===== src/rtl/lmtc_pkg.sv =====
// Shared types and constants for the LCD mode timing controller.
// Holds the input and result transaction structs and the mode codes; no dependencies.
`default_nettype none

package lmtc_pkg;

    // lcd mode codes as reported in the status register
    localparam logic [1:0] MODE_HBLANK   = 2'd0;
    localparam logic [1:0] MODE_VBLANK   = 2'd1;
    localparam logic [1:0] MODE_OAM      = 2'd2;
    localparam logic [1:0] MODE_TRANSFER = 2'd3;

    // one timing update from the cpu side
    typedef struct packed {
        logic [7:0] cycles;
        logic       screen_on;
        logic [7:0] lyc;
        logic       hblank_irq_en;
        logic       vblank_irq_en;
        logic       oam_irq_en;
        logic       lyc_irq_en;
    } lmtc_in_t;

    // line and mode status after one update
    typedef struct packed {
        logic [7:0] ly;
        logic [1:0] mode;
        logic       coincidence;
        logic       vblank_request;
        logic       stat_request;
        logic       render_start;
    } lmtc_out_t;

endpackage

`default_nettype wire


===== src/rtl/lcd_mode_timing_controller.sv =====
// LCD line and mode timing controller top level: line clock, line counter, mode and requests.
// Depends on lmtc_pkg for the transaction structs and mode codes.
`default_nettype none

// Takes one timing update per clock and returns one status result per update, in order.
// An update enters an input register; when the result stage advances, the line clock,
// line counter, mode and coincidence state are advanced and the result is written to
// the output register. Both registers hand off in the same cycle, so the sustained
// rate is one update per clock while result_ready stays high; a stall on the result
// side backs up through the two registers to item_ready. The line state feeds back
// on itself only through the result stage, which is what limits the rate to one
// update per cycle.
module lcd_mode_timing_controller #(
    parameter int LINE_CLOCKS   = 457,
    parameter int OAM_CLOCKS    = 80,
    parameter int DRAW_END      = 310,
    parameter int VISIBLE_LINES = 144,
    parameter int LAST_LINE     = 153
) (
    input  wire                 clk,
    input  wire                 rst_n,
    input  wire                 item_valid,
    output logic                item_ready,
    input  lmtc_pkg::lmtc_in_t  item,
    output logic                result_valid,
    input  wire                 result_ready,
    output lmtc_pkg::lmtc_out_t result
);
    import lmtc_pkg::*;

    // clock must hold the largest line clock plus one full cycles step
    localparam int CLK_W = $clog2(LINE_CLOCKS + 256);
    localparam logic [CLK_W-1:0] LINE_CLK = CLK_W'(LINE_CLOCKS);
    localparam logic [CLK_W-1:0] OAM_CLK  = CLK_W'(OAM_CLOCKS);
    localparam logic [CLK_W-1:0] DRAW_CLK = CLK_W'(DRAW_END);
    localparam logic [8:0]       VIS_LINE = 9'(VISIBLE_LINES);
    localparam logic [8:0]       END_LINE = 9'(LAST_LINE);

    // input register
    logic     in_valid_reg;
    lmtc_in_t in_data_reg;

    // line state
    logic [CLK_W-1:0] line_clock_reg;
    logic [CLK_W-1:0] line_clock_next;
    logic [7:0]       line_number_reg;
    logic [7:0]       line_number_next;
    logic [1:0]       mode_reg;
    logic [1:0]       mode_next;
    logic             match_reg;
    logic             match_next;

    // result register
    logic      out_valid_reg;
    lmtc_out_t out_data_reg;
    lmtc_out_t out_data_next;

    logic advance;

    // handshake: result stage moves when its register is free or being drained
    assign advance      = in_valid_reg && (!out_valid_reg || result_ready);
    assign item_ready   = !in_valid_reg || advance;
    assign result_valid = out_valid_reg;
    assign result       = out_data_reg;

    // input register
    always_ff @(posedge clk or negedge rst_n)
    begin
        if (!rst_n)
        begin
            in_valid_reg <= 1'b0;
        end
        else if (item_ready)
        begin
            in_valid_reg <= item_valid;
        end
    end

    always_ff @(posedge clk)
    begin
        if (item_ready && item_valid)
        begin
            in_data_reg <= item;
        end
    end

    // next line state and result for the transaction in the input register
    always_comb
    begin
        logic [CLK_W-1:0] clk_sum;
        logic [8:0]       line_inc;
        logic             vblank_req;
        logic             stat_req;
        logic             render;

        clk_sum          = line_clock_reg + CLK_W'(in_data_reg.cycles);
        line_inc         = {1'b0, line_number_reg} + 9'd1;
        vblank_req       = 1'b0;
        stat_req         = 1'b0;
        render           = 1'b0;
        line_clock_next  = line_clock_reg;
        line_number_next = line_number_reg;
        mode_next        = mode_reg;
        match_next       = match_reg;

        if (in_data_reg.screen_on)
        begin
            // line change
            if (clk_sum >= LINE_CLK)
            begin
                if (line_inc == VIS_LINE)
                begin
                    mode_next  = MODE_VBLANK;
                    vblank_req = 1'b1;
                    stat_req   = in_data_reg.vblank_irq_en;
                end
                else if (line_inc > END_LINE)
                begin
                    line_inc = 9'd0;
                end
                line_number_next = line_inc[7:0];
                match_next       = (line_inc[7:0] == in_data_reg.lyc);
                if (match_next && in_data_reg.lyc_irq_en)
                begin
                    stat_req = 1'b1;
                end
                clk_sum = clk_sum - LINE_CLK;
            end
            line_clock_next = clk_sum;

            // mode within a visible line
            if ({1'b0, line_number_next} < VIS_LINE)
            begin
                if (clk_sum < OAM_CLK)
                begin
                    if (mode_next != MODE_OAM)
                    begin
                        mode_next = MODE_OAM;
                        if (in_data_reg.oam_irq_en)
                        begin
                            stat_req = 1'b1;
                        end
                    end
                end
                else if (clk_sum < DRAW_CLK)
                begin
                    if (mode_next != MODE_TRANSFER)
                    begin
                        mode_next = MODE_TRANSFER;
                        render    = 1'b1;
                    end
                end
                else if (clk_sum < LINE_CLK)
                begin
                    if (mode_next != MODE_HBLANK)
                    begin
                        mode_next = MODE_HBLANK;
                        if (in_data_reg.hblank_irq_en)
                        begin
                            stat_req = 1'b1;
                        end
                    end
                end
            end
        end
        else
        begin
            // screen off holds line, mode and clock at zero
            line_clock_next  = '0;
            line_number_next = 8'd0;
            mode_next        = MODE_HBLANK;
        end

        out_data_next.ly             = line_number_next;
        out_data_next.mode           = mode_next;
        out_data_next.coincidence    = match_next;
        out_data_next.vblank_request = vblank_req;
        out_data_next.stat_request   = stat_req;
        out_data_next.render_start   = render;
    end

    // line state registers
    always_ff @(posedge clk or negedge rst_n)
    begin
        if (!rst_n)
        begin
            line_clock_reg  <= '0;
            line_number_reg <= 8'd0;
            mode_reg        <= MODE_HBLANK;
            match_reg       <= 1'b0;
        end
        else if (advance)
        begin
            line_clock_reg  <= line_clock_next;
            line_number_reg <= line_number_next;
            mode_reg        <= mode_next;
            match_reg       <= match_next;
        end
    end

    // result register
    always_ff @(posedge clk or negedge rst_n)
    begin
        if (!rst_n)
        begin
            out_valid_reg <= 1'b0;
        end
        else if (advance)
        begin
            out_valid_reg <= 1'b1;
        end
        else if (result_ready)
        begin
            out_valid_reg <= 1'b0;
        end
    end

    always_ff @(posedge clk)
    begin
        if (advance)
        begin
            out_data_reg <= out_data_next;
        end
    end

    // line clock always stays inside one line
    a_clock_in_line: assert property (@(posedge clk) disable iff (!rst_n)
        line_clock_reg < LINE_CLK)
        else $error("line clock reached line length");

    // render start only on entry to transfer mode
    a_render_mode: assert property (@(posedge clk) disable iff (!rst_n)
        out_valid_reg && out_data_reg.render_start |-> out_data_reg.mode == MODE_TRANSFER)
        else $error("render start outside transfer mode");

    // vblank request only on entry to the first blanking line
    a_vblank_line: assert property (@(posedge clk) disable iff (!rst_n)
        out_valid_reg && out_data_reg.vblank_request |->
            out_data_reg.mode == MODE_VBLANK && out_data_reg.ly == VIS_LINE[7:0])
        else $error("vblank request off the blanking line");

    // a transaction that moves into the result stage shows up as a valid result
    a_result_follows: assert property (@(posedge clk) disable iff (!rst_n)
        advance |=> out_valid_reg)
        else $error("result lost after result stage advance");

endmodule

`default_nettype wire

===== config.mk =====
export PLATFORM = sky130hd
export DESIGN_NAME = lcd_mode_timing_controller
export DESIGN_NICKNAME = d
export VERILOG_FILES = /design/src/rtl/lmtc_pkg.sv /design/src/rtl/lcd_mode_timing_controller.sv
export SDC_FILE = /design/constraint.sdc
export NUM_CORES = 1
export LEC_CHECK = 0
export BUFFER_PORTS_ARGS = -buffer_cell sky130_fd_sc_hd__buf_2
export CAP_MARGIN = 20
export CORE_MARGIN = 2
export CORE_UTILIZATION = 35
export CTS_CLUSTER_SIZE = 28
export DETAILED_ROUTE_END_ITERATION = 10
export HOLD_SLACK_MARGIN = 0.02
export PLACE_DENSITY = 0.6
export SLEW_MARGIN = 20
export SYNTH_ARGS = -nofsm -noshare
export SYNTH_HDL_FRONTEND = slang
export SYNTH_SLANG_ARGS = --single-unit
export TNS_END_PERCENT = 10

===== constraint.sdc =====
create_clock -name clk -period 4.8 [get_ports clk]
set_input_delay 0.72 -clock clk [delete_from_list [all_inputs] [get_ports clk]]
set_output_delay 0.72 -clock clk [all_outputs]
set_load 0.05 [all_outputs]

; ---- After elaboration in Yosys (flattened, before gate mapping)
; Cells that the tools add are included.
[classes]
n_addsub = 3
order_cmp = 6
eq_ne = 4
mux = 38
bitwise_logic = 3
reduce_logical = 11
[ops]
columns = operator, n
row1 = 8-bit two-way mux, 7
row2 = 10-bit two-way mux, 3
row3 = 2-bit two-way mux, 11
row4 = 10-bit by 9-bit less-than comparator with 1-bit output (second input constant), 2
row5 = 1-bit two-way mux, 17
row6 = 10-bit by 8-bit adder with 10-bit output, 1
row7 = 10-bit by 9-bit greater-or-equal comparator with 1-bit output (second input constant), 1
row8 = 10-bit by 7-bit less-than comparator with 1-bit output (second input constant), 1
row9 = 10-bit by 9-bit subtractor with 10-bit output (second input constant), 1
row10 = 8-bit by 1-bit adder with 9-bit output (second input constant), 1
row11 = 9-bit by 8-bit == test with 1-bit output (second input constant), 1
row12 = 9-bit by 8-bit greater-than comparator with 1-bit output (second input constant), 1
row13 = 8-bit == test, 1
row14 = 8-bit less-than comparator (second input constant), 1
row15 = 2-bit inequality test (second input constant), 2
row16 = 2-bit nonzero test, 2
row17 = 4-bit OR reduction, 1
row18 = 1-bit logical AND, 3
row19 = 1-bit inverter, 3
row20 = 1-bit logical NOT, 2
row21 = 1-bit logical OR, 2
row22 = 2-bit AND reduction, 1
[word_totals]
regBits = 58

; ---- Logic depth before layout (Yosys ltp)
; Gate-level depths: netlist of run 1.
[logic_depth]
depth_word = 16
mapped_depth = 15

; ---- Worst setup path before layout of run 1
; Ideal clock, no wire load.
[synth_path]
path_kind = flip-flop to flip-flop
startpoint = register in_data_reg[14] (netlist bit)
endpoint = register out_data_reg (netlist bit result[4]) (data pin)
setup_time_ns = 0.264
arrival_time_ns = 3.183
slack_ns = 1.353
path_stages_with_launch = 15
n_path_buf = 2
synth_period_minus_slack_ns = 3.447
cell_sequence = edfxtp_1 > ha_1 > a211o_1 > and3_1 > or2_1 > buf_2 > o211ai_1 > a31o_2 > buf_2 > mux2i_1 > o21ai_0 > a31oi_1 > nand2_1 > and3_1 > a21boi_0
[synth_between]
elab_chain_cells = 11
word_cells_on_any_way = 24
classes_between = 2 x add/sub / 5 x order compare / 2 x eq/ne / 14 x mux / 1 x reduce/logical
[synth_rtl]
columns = item, line_no
row1 = start: declaration, lcd_mode_timing_controller.sv:41  ; lmtc_in_t in_data_reg;
row2 = start signal: assignment, lcd_mode_timing_controller.sv:83  ; in_data_reg <= item;
row3 = 10-bit by 8-bit adder with 10-bit output (*), lcd_mode_timing_controller.sv:96  ; clk_sum = line_clock_reg + CLK_W'(in_data_reg.cycles);
row4 = "parallel branches: the longest is 8 deep, another holds 10-bit by 9-bit subtractor with 10-bit output", n/a
row5 = 2-bit two-way mux (*), lcd_mode_timing_controller.sv:132  ; if ({1'b0, line_number_next} < VIS_LINE)
row6 = 2-bit two-way mux (*), lcd_mode_timing_controller.sv:106  ; if (in_data_reg.screen_on)
row7 = net mode_next[0], lcd_mode_timing_controller.sv:49  ; logic [1:0] mode_next;
row8 = end signal: assignment, lcd_mode_timing_controller.sv:222  ; out_data_reg <= out_data_next;
row9 = end: declaration, lcd_mode_timing_controller.sv:55  ; lmtc_out_t out_data_reg;
; Mark *: on every way through the listed nets, which the timed path passes. The select of a mux whose other input is x is not followed.
; A chain may end at the register's enable or synchronous reset.

; ---- Worst setup path after layout of run 1
[layout_path]
startpoint = register line_clock_reg[0]
endpoint = register out_data_reg (netlist bit result[1]) (data pin)
[layout_between]
elab_chain_cells = 10
word_cells_on_any_way = 24
classes_between = 2 x add/sub / 5 x order compare / 1 x eq/ne / 15 x mux / 1 x reduce/logical
[layout_rtl]
columns = item, line_no
row1 = start: declaration, lcd_mode_timing_controller.sv:44  ; logic [CLK_W-1:0] line_clock_reg;
row2 = start signal: assignment, lcd_mode_timing_controller.sv:194  ; line_clock_reg <= line_clock_next;
row3 = 10-bit by 8-bit adder with 10-bit output (*), lcd_mode_timing_controller.sv:96
row4 = "parallel branches: the longest is 8 deep, another holds 10-bit by 9-bit subtractor with 10-bit output", n/a
row5 = 1-bit two-way mux (*), lcd_mode_timing_controller.sv:132
; Every way passes the cells marked *. The select of a mux whose other input is x is not followed.

==> results of run 1 <==
-- metrics by stage --
stage / total power, mW / worst slack [ns] / utilization [%] / hold WS [ns]
after floorplan: 1.76 / 1.35 / - / 0.424
after CTS: 2.41 / 0.794 / 40.9 / 0.365
after global placement: 2.01 / 0.871 / 39.4 / 0.472
after global routing: 2.61 / 0.477 / 40.9 / 0.403
final: 2.40 / 0.741 / 40.9 / 0.363
after detailed placement: 2.02 / 0.834 / 39.4 / 0.474
-- per-layer routing --
| layer | global-route usage (%) | routed length [um] |
|---|---|---|
| met1 | 24.3 | 4490 |
| met2 | 24.5 | 3760 |
| met3 | 3.03 | 490 |
| met4 | 7.60 | 227 |
| met5 | 0 | 0 |
-- synthesized netlist by cell type (3+ instances only) --
library cell,instances,area share [%]
a211oi_1,3,0.60
a21boi_0,3,0.60
a21o_1,4,0.79
a21oi_1,18,2.4
a22o_1,3,0.70
a22oi_1,6,1.2
a311oi_1,4,0.93
a31oi_1,6,0.99
and3_1,6,0.99
buf_2,6,0.79
clkbuf_1,7,0.70
dfrtp_1,23,15
edfxtp_1,35,28
ha_1,12,4.0
inv_1,17,1.7
mux2i_1,4,1.1
nand2_1,48,4.8
nand2b_1,5,0.83
nand3_1,14,1.9
nand4_1,4,0.66
nor2_1,36,3.6
nor2b_1,5,0.83
nor3_1,9,1.2
o211ai_1,4,0.79
o21a_1,3,0.60
o21ai_0,28,3.7
o22ai_1,3,0.50
o31ai_1,4,0.79
o32ai_1,3,0.70
or2_2,3,0.50
or3_1,3,0.50
or4_1,4,0.79
xnor2_1,17,3.9
xor2_1,5,1.2
-- cell families after synthesis --
kind of cell | after synthesis | share of synthesized area [%]
xor gates and xnor gates | 23 | 5.53
adders and majority gates | 13 | 4.50
DFF | 58 | 43.0
AOI/OAI and AO/OA | 118 | 22.7
and+or+nand+nor | 150 | 19.2
buffers and inverters | 32 | 3.41
muxes | 6 | 1.66
-- cell type report --
type,instances,area (um^2)
fill,1043,6160
multi-input combinational,310,2020
sequential,58,1630
timing repair buffer,43,223
tap,136,170
clock buffer,11,131
inverter,17,63.8
clock inverter,5,21.3
-- power by group --
group	internal (mW)	leakage, nW	switching (mW)
Combinational	0.498	0.961	0.852
Sequential	0.626	0.644	0.0510
Clock	0.180	0.0796	0.193
Total	1.30	1.68	1.10
-- worst max-delay path: stages, from the launching register on --
cell and delay, ns:
dfrtp_1 0.35, ha_1 0.19, inv_1 0.06, fa_1 0.42
nor2b_1 0.22, o31a_1 0.24, xnor2_1 0.24, o211ai_1 0.26
a31o_2 0.38, a21oi_1 0.20, nor2_1 0.10, a2111oi_4 0.54
mux2i_1 0.35, a221oi_2 0.05, o21a_1 0.19
-- worst max-delay path by stage --
stage,start,to,depth (start not counted)
after floorplan,in_data_reg[14],result[4],14
after global placement,line_clock_reg[0],result[1],14
after detailed placement,line_clock_reg[0],result[1],14
after CTS,line_clock_reg[0],result[1],14
after global routing,line_clock_reg[0],result[1],14
final,line_clock_reg[0],result[1],14
==> run metrics, run 1 <==
number of synthesized register bits=58; total grt overflow=0; Mapped Cells=400; GR Util All Layers=16.8%; Syn-to-layout area delta=12.7%; CTS Buf Count=9; num rows=37; Clock transition at path regs=0.07 ns; Cell variety after synth=68; most frequent cells in the layout=nand2_1 (48), buf_2 (40), nor2_1 (36), edfxtp_1 (35), o21ai_0 (28); Detail Placement HPWL=6470 um; H-tree depth=3; syn nets=438; # hold bufs at CTS=0; Die Wd=108 um; CTS sink cnt=58; share of cells above drive strength 1=15.8%; core area=10400 um^2; Worst Tran Pin Value=0.601 ns; CP Data Required Time=4.90 ns; critical path arrival=4.16 ns; layout net count=477; Slew headroom=59.9%; Root Driver=clkbuf_8; CTS tree=built; final antenna-violating net count=0; Post-CTS Resized=0; RR Startpoint=line_clock_reg[0]; fin. max-slew vios=0; synthesized area=3780 um^2; Die ar.=11600 um^2; YS warnings=0; clk_skew=0.0114 ns; endpoint type of the worst setup path=register; first-pass GRT wire length=15200 um; Antenna diodes=0; fin crit share=84.6%; Pre-Repair DR Iteration Count=5; fmax=0.246 GHz; Async SR Flop Fraction=39.7%; setup slack, reg-to-reg=0.74 ns; status=finished clean; syn avg cell area=9.45 um^2; CP Launch Type=register; DR iter-0 viols=218; I/O Pins=41; ys flop type=edfxtp_1; RSZ-0062 raised after global routing=no; DP Cell Count=564; Seq/Total Area, Yosys=43.0%; final setup vio count=0; max cap viols=0; clk_lat worst skew=0.36 ns; fin area=4260 um^2; Max VDD drop=217 uV; Reg2Reg Capture Point=result[1]; Largest register FFs=21; routed wire length=8970 um; clk buf depth=2; die height=108 um; DR WL/cell=15.5 um; Post-Layout Cell Count=580; Vias=3179; DRC Markers=0; post-DR vias/cell=5.48; Placer Congestion=0.870; total setup buffers inserted after CTS=0; Final Hold Vio Count=0; hold crit path type=input port to async pin; port bufs=40; Period minus WS final=4.06 ns; most common cell after layout, fill and taps aside=nand2_1; R2R depth=14; Setup CP Type=register to register; number of synthesized flops with an enable pin=35; CP max FO=16; setup_tns=0 ns; vias in the first global route=2997; largest net degree at the start of global routing=27; initial antenna violation count=0; Area after DPL=4110 um^2; Cell Pwr Density=563 nW/um^2; initial core utilization=36.3%; Pleak=1.68 nW
Power figures use the tool's default switching activity.
==> run 2: changes to the inputs <==
Settings changed: PLACE_DENSITY 0.6 to 0.62.
Clock period 4.8 ns to 3.57 ns, I/O delays scaled along.
==> run metrics, run 2 (synthesis gave the netlist of run 1 again) <==
share of cells above drive strength 1=30.0% (+14 points); fin area=4830 um^2 (+13%); CTS sink cnt=58 (unchanged); most common cell after layout, fill and taps aside=buf_4; hold crit path type=input port to async pin; GR Util All Layers=17.2% (+0.41 points); Design Power=3.99 mW (+66%); clk buf depth=2 (unchanged); Clock transition at path regs=0.07 ns (about the same); largest net degree at the start of global routing=24 (-11%); clk_skew=0.0139 ns (+0.00251 ns); Pleak=1.97 nW (+17%); CTS tree=built; Die Wd=108 um (unchanged); Period minus WS final=3.60 ns (-0.454 ns); RSZ-0062 raised after global routing=yes; final antenna-violating net count=0 (unchanged); die height=108 um (unchanged); Max VDD drop=337 uV (+56%); H-tree depth=3 (unchanged); final setup vio count=2 (+2); Worst Tran Pin Value=0.602 ns (+0.00157 ns); clk_lat worst skew=0.35 ns (about the same); Detail Placement HPWL=6900 um (+6.5%); Final WS setup=-0.0342 ns (-0.776 ns); initial antenna violation count=0 (unchanged); Slew headroom=59.8% (-0.10 points); most frequent cells in the layout=buf_4 (51), nand2_1 (46), buf_2 (40), edfxtp_1 (35), nor2_1 (33); Setup CP Type=register to register; DRC Markers=0 (unchanged); fin. max-slew vios=0 (unchanged); Syn-to-layout area delta=27.8%; initial core utilization=36.3% (unchanged); Final Hold Vio Count=0 (unchanged); Area after DPL=4380 um^2 (+6.8%); routed wire length=9700 um (+8.1%); Root Driver=clkbuf_8; num rows=37 (unchanged); Largest register FFs=21 (unchanged); DR iter-0 viols=224 (+2.8%); fin crit share=101% (+16 points); CTS Buf Count=9 (unchanged); CP Launch Type=register; failing checks=setup timing; CP max FO=5 (-11); Pre-Repair DR Iteration Count=4 (-1); Antenna diodes=0 (unchanged); port bufs=40 (unchanged); Vias=3351 (+5.4%); first-pass GRT wire length=15700 um (+3.6%); fmax=0.277 GHz (+13%); total grt overflow=0 (unchanged); vias in the first global route=3293 (+9.9%); status=finished with violations; endpoint type of the worst setup path=register; layout net count=526 (+10%); Cell Pwr Density=826 nW/um^2 (+47%); critical path arrival=3.70 ns (-0.46 ns); Die ar.=11600 um^2 (unchanged); CP Data Required Time=3.66 ns (-1.24 ns); I/O Pins=41 (unchanged); Placer Congestion=0.867 (-0.37%); core area=10400 um^2 (unchanged); DR WL/cell=15.4 um (-0.28%); post-DR vias/cell=5.33 (-2.8%); # hold bufs at CTS=0 (unchanged); max cap viols=0 (unchanged)
run 2: cell type report:
type	count	area, um^2
fillers	1020	5590
multi-input cells	310	2190
flip-flops and latches	58	1630
repair buffers	92	594
well taps	136	170
clock buffers	12	145
inverters	17	63.8
clock inverters	4	43.8
run 2: metrics by stage:
step	instances	setup TNS (ns)	utilization (%)	hold slack, ns	worst slack (ns)
final	629	-0.0369	46.4	0.197	-0.0342
after floorplan	400	0	-	0.240	0.123
after global routing	629	-0.622	46.4	0.223	-0.171
after global placement	601	0	42.1	0.471	0.0118
after CTS	621	0	44.4	0.193	0.0127
after detailed placement	601	-0.0784	42.1	0.483	-0.0580
run 2: power breakdown:
part | internal, mW | switching, mW
registers | 0.842 | 0.0739
clock network | 0.337 | 0.257
logic | 1.13 | 1.35
total | 2.31 | 1.68
run 2: critical path: stages, from the launching register on:
cell,delay (ns)
dfrtp_1,0.35
ha_2,0.18
inv_1,0.06
fa_2,0.42
nor2b_2,0.15
o31a_1,0.22
a211oi_2,0.11
o221a_2,0.31
a31o_2,0.31
a21oi_4,0.18
nor2_2,0.08
a2111oi_4,0.49
mux2i_1,0.28
a221oi_2,0.05
o21a_1,0.17
run 2: repair_timing:
action / 4_1_cts / 5_1_grt
pin swaps: 8 / 13
gates resized for setup: 7 / 31
setup buffers: 4 / 8
endpoints found under the setup margin: 3 / 7
endpoints found under the hold margin: 0 / 0
run 2: per-layer routing:
layer  GRT usage, %  vias up  share of wire (%)
li1               -     1671                  -
met1           23.9     1580                 47
met2           26.7       86                 46
met3           3.57       14                5.9
met4           6.32        0                1.8
met5              0        -                  0
run 2: path summary, 6_finish.rpt:
check / cells after the start / endpoint / start / slack [ns]
worst max register to register: 14 / result[1] / line_clock_reg[0] / -0.03
worst min register to register: 2 / line_clock_reg[2] / line_clock_reg[2] / 0.50
worst max-delay path: 14 / result[1] / line_clock_reg[0] / -0.03
max in group asynchronous: 1 / line_number_reg[6] / rst_n / 2.97
worst min-delay path: 1 / match_reg / rst_n / 0.20
min in group clk: 1 / in_data_reg[6] / item[6] / 0.36
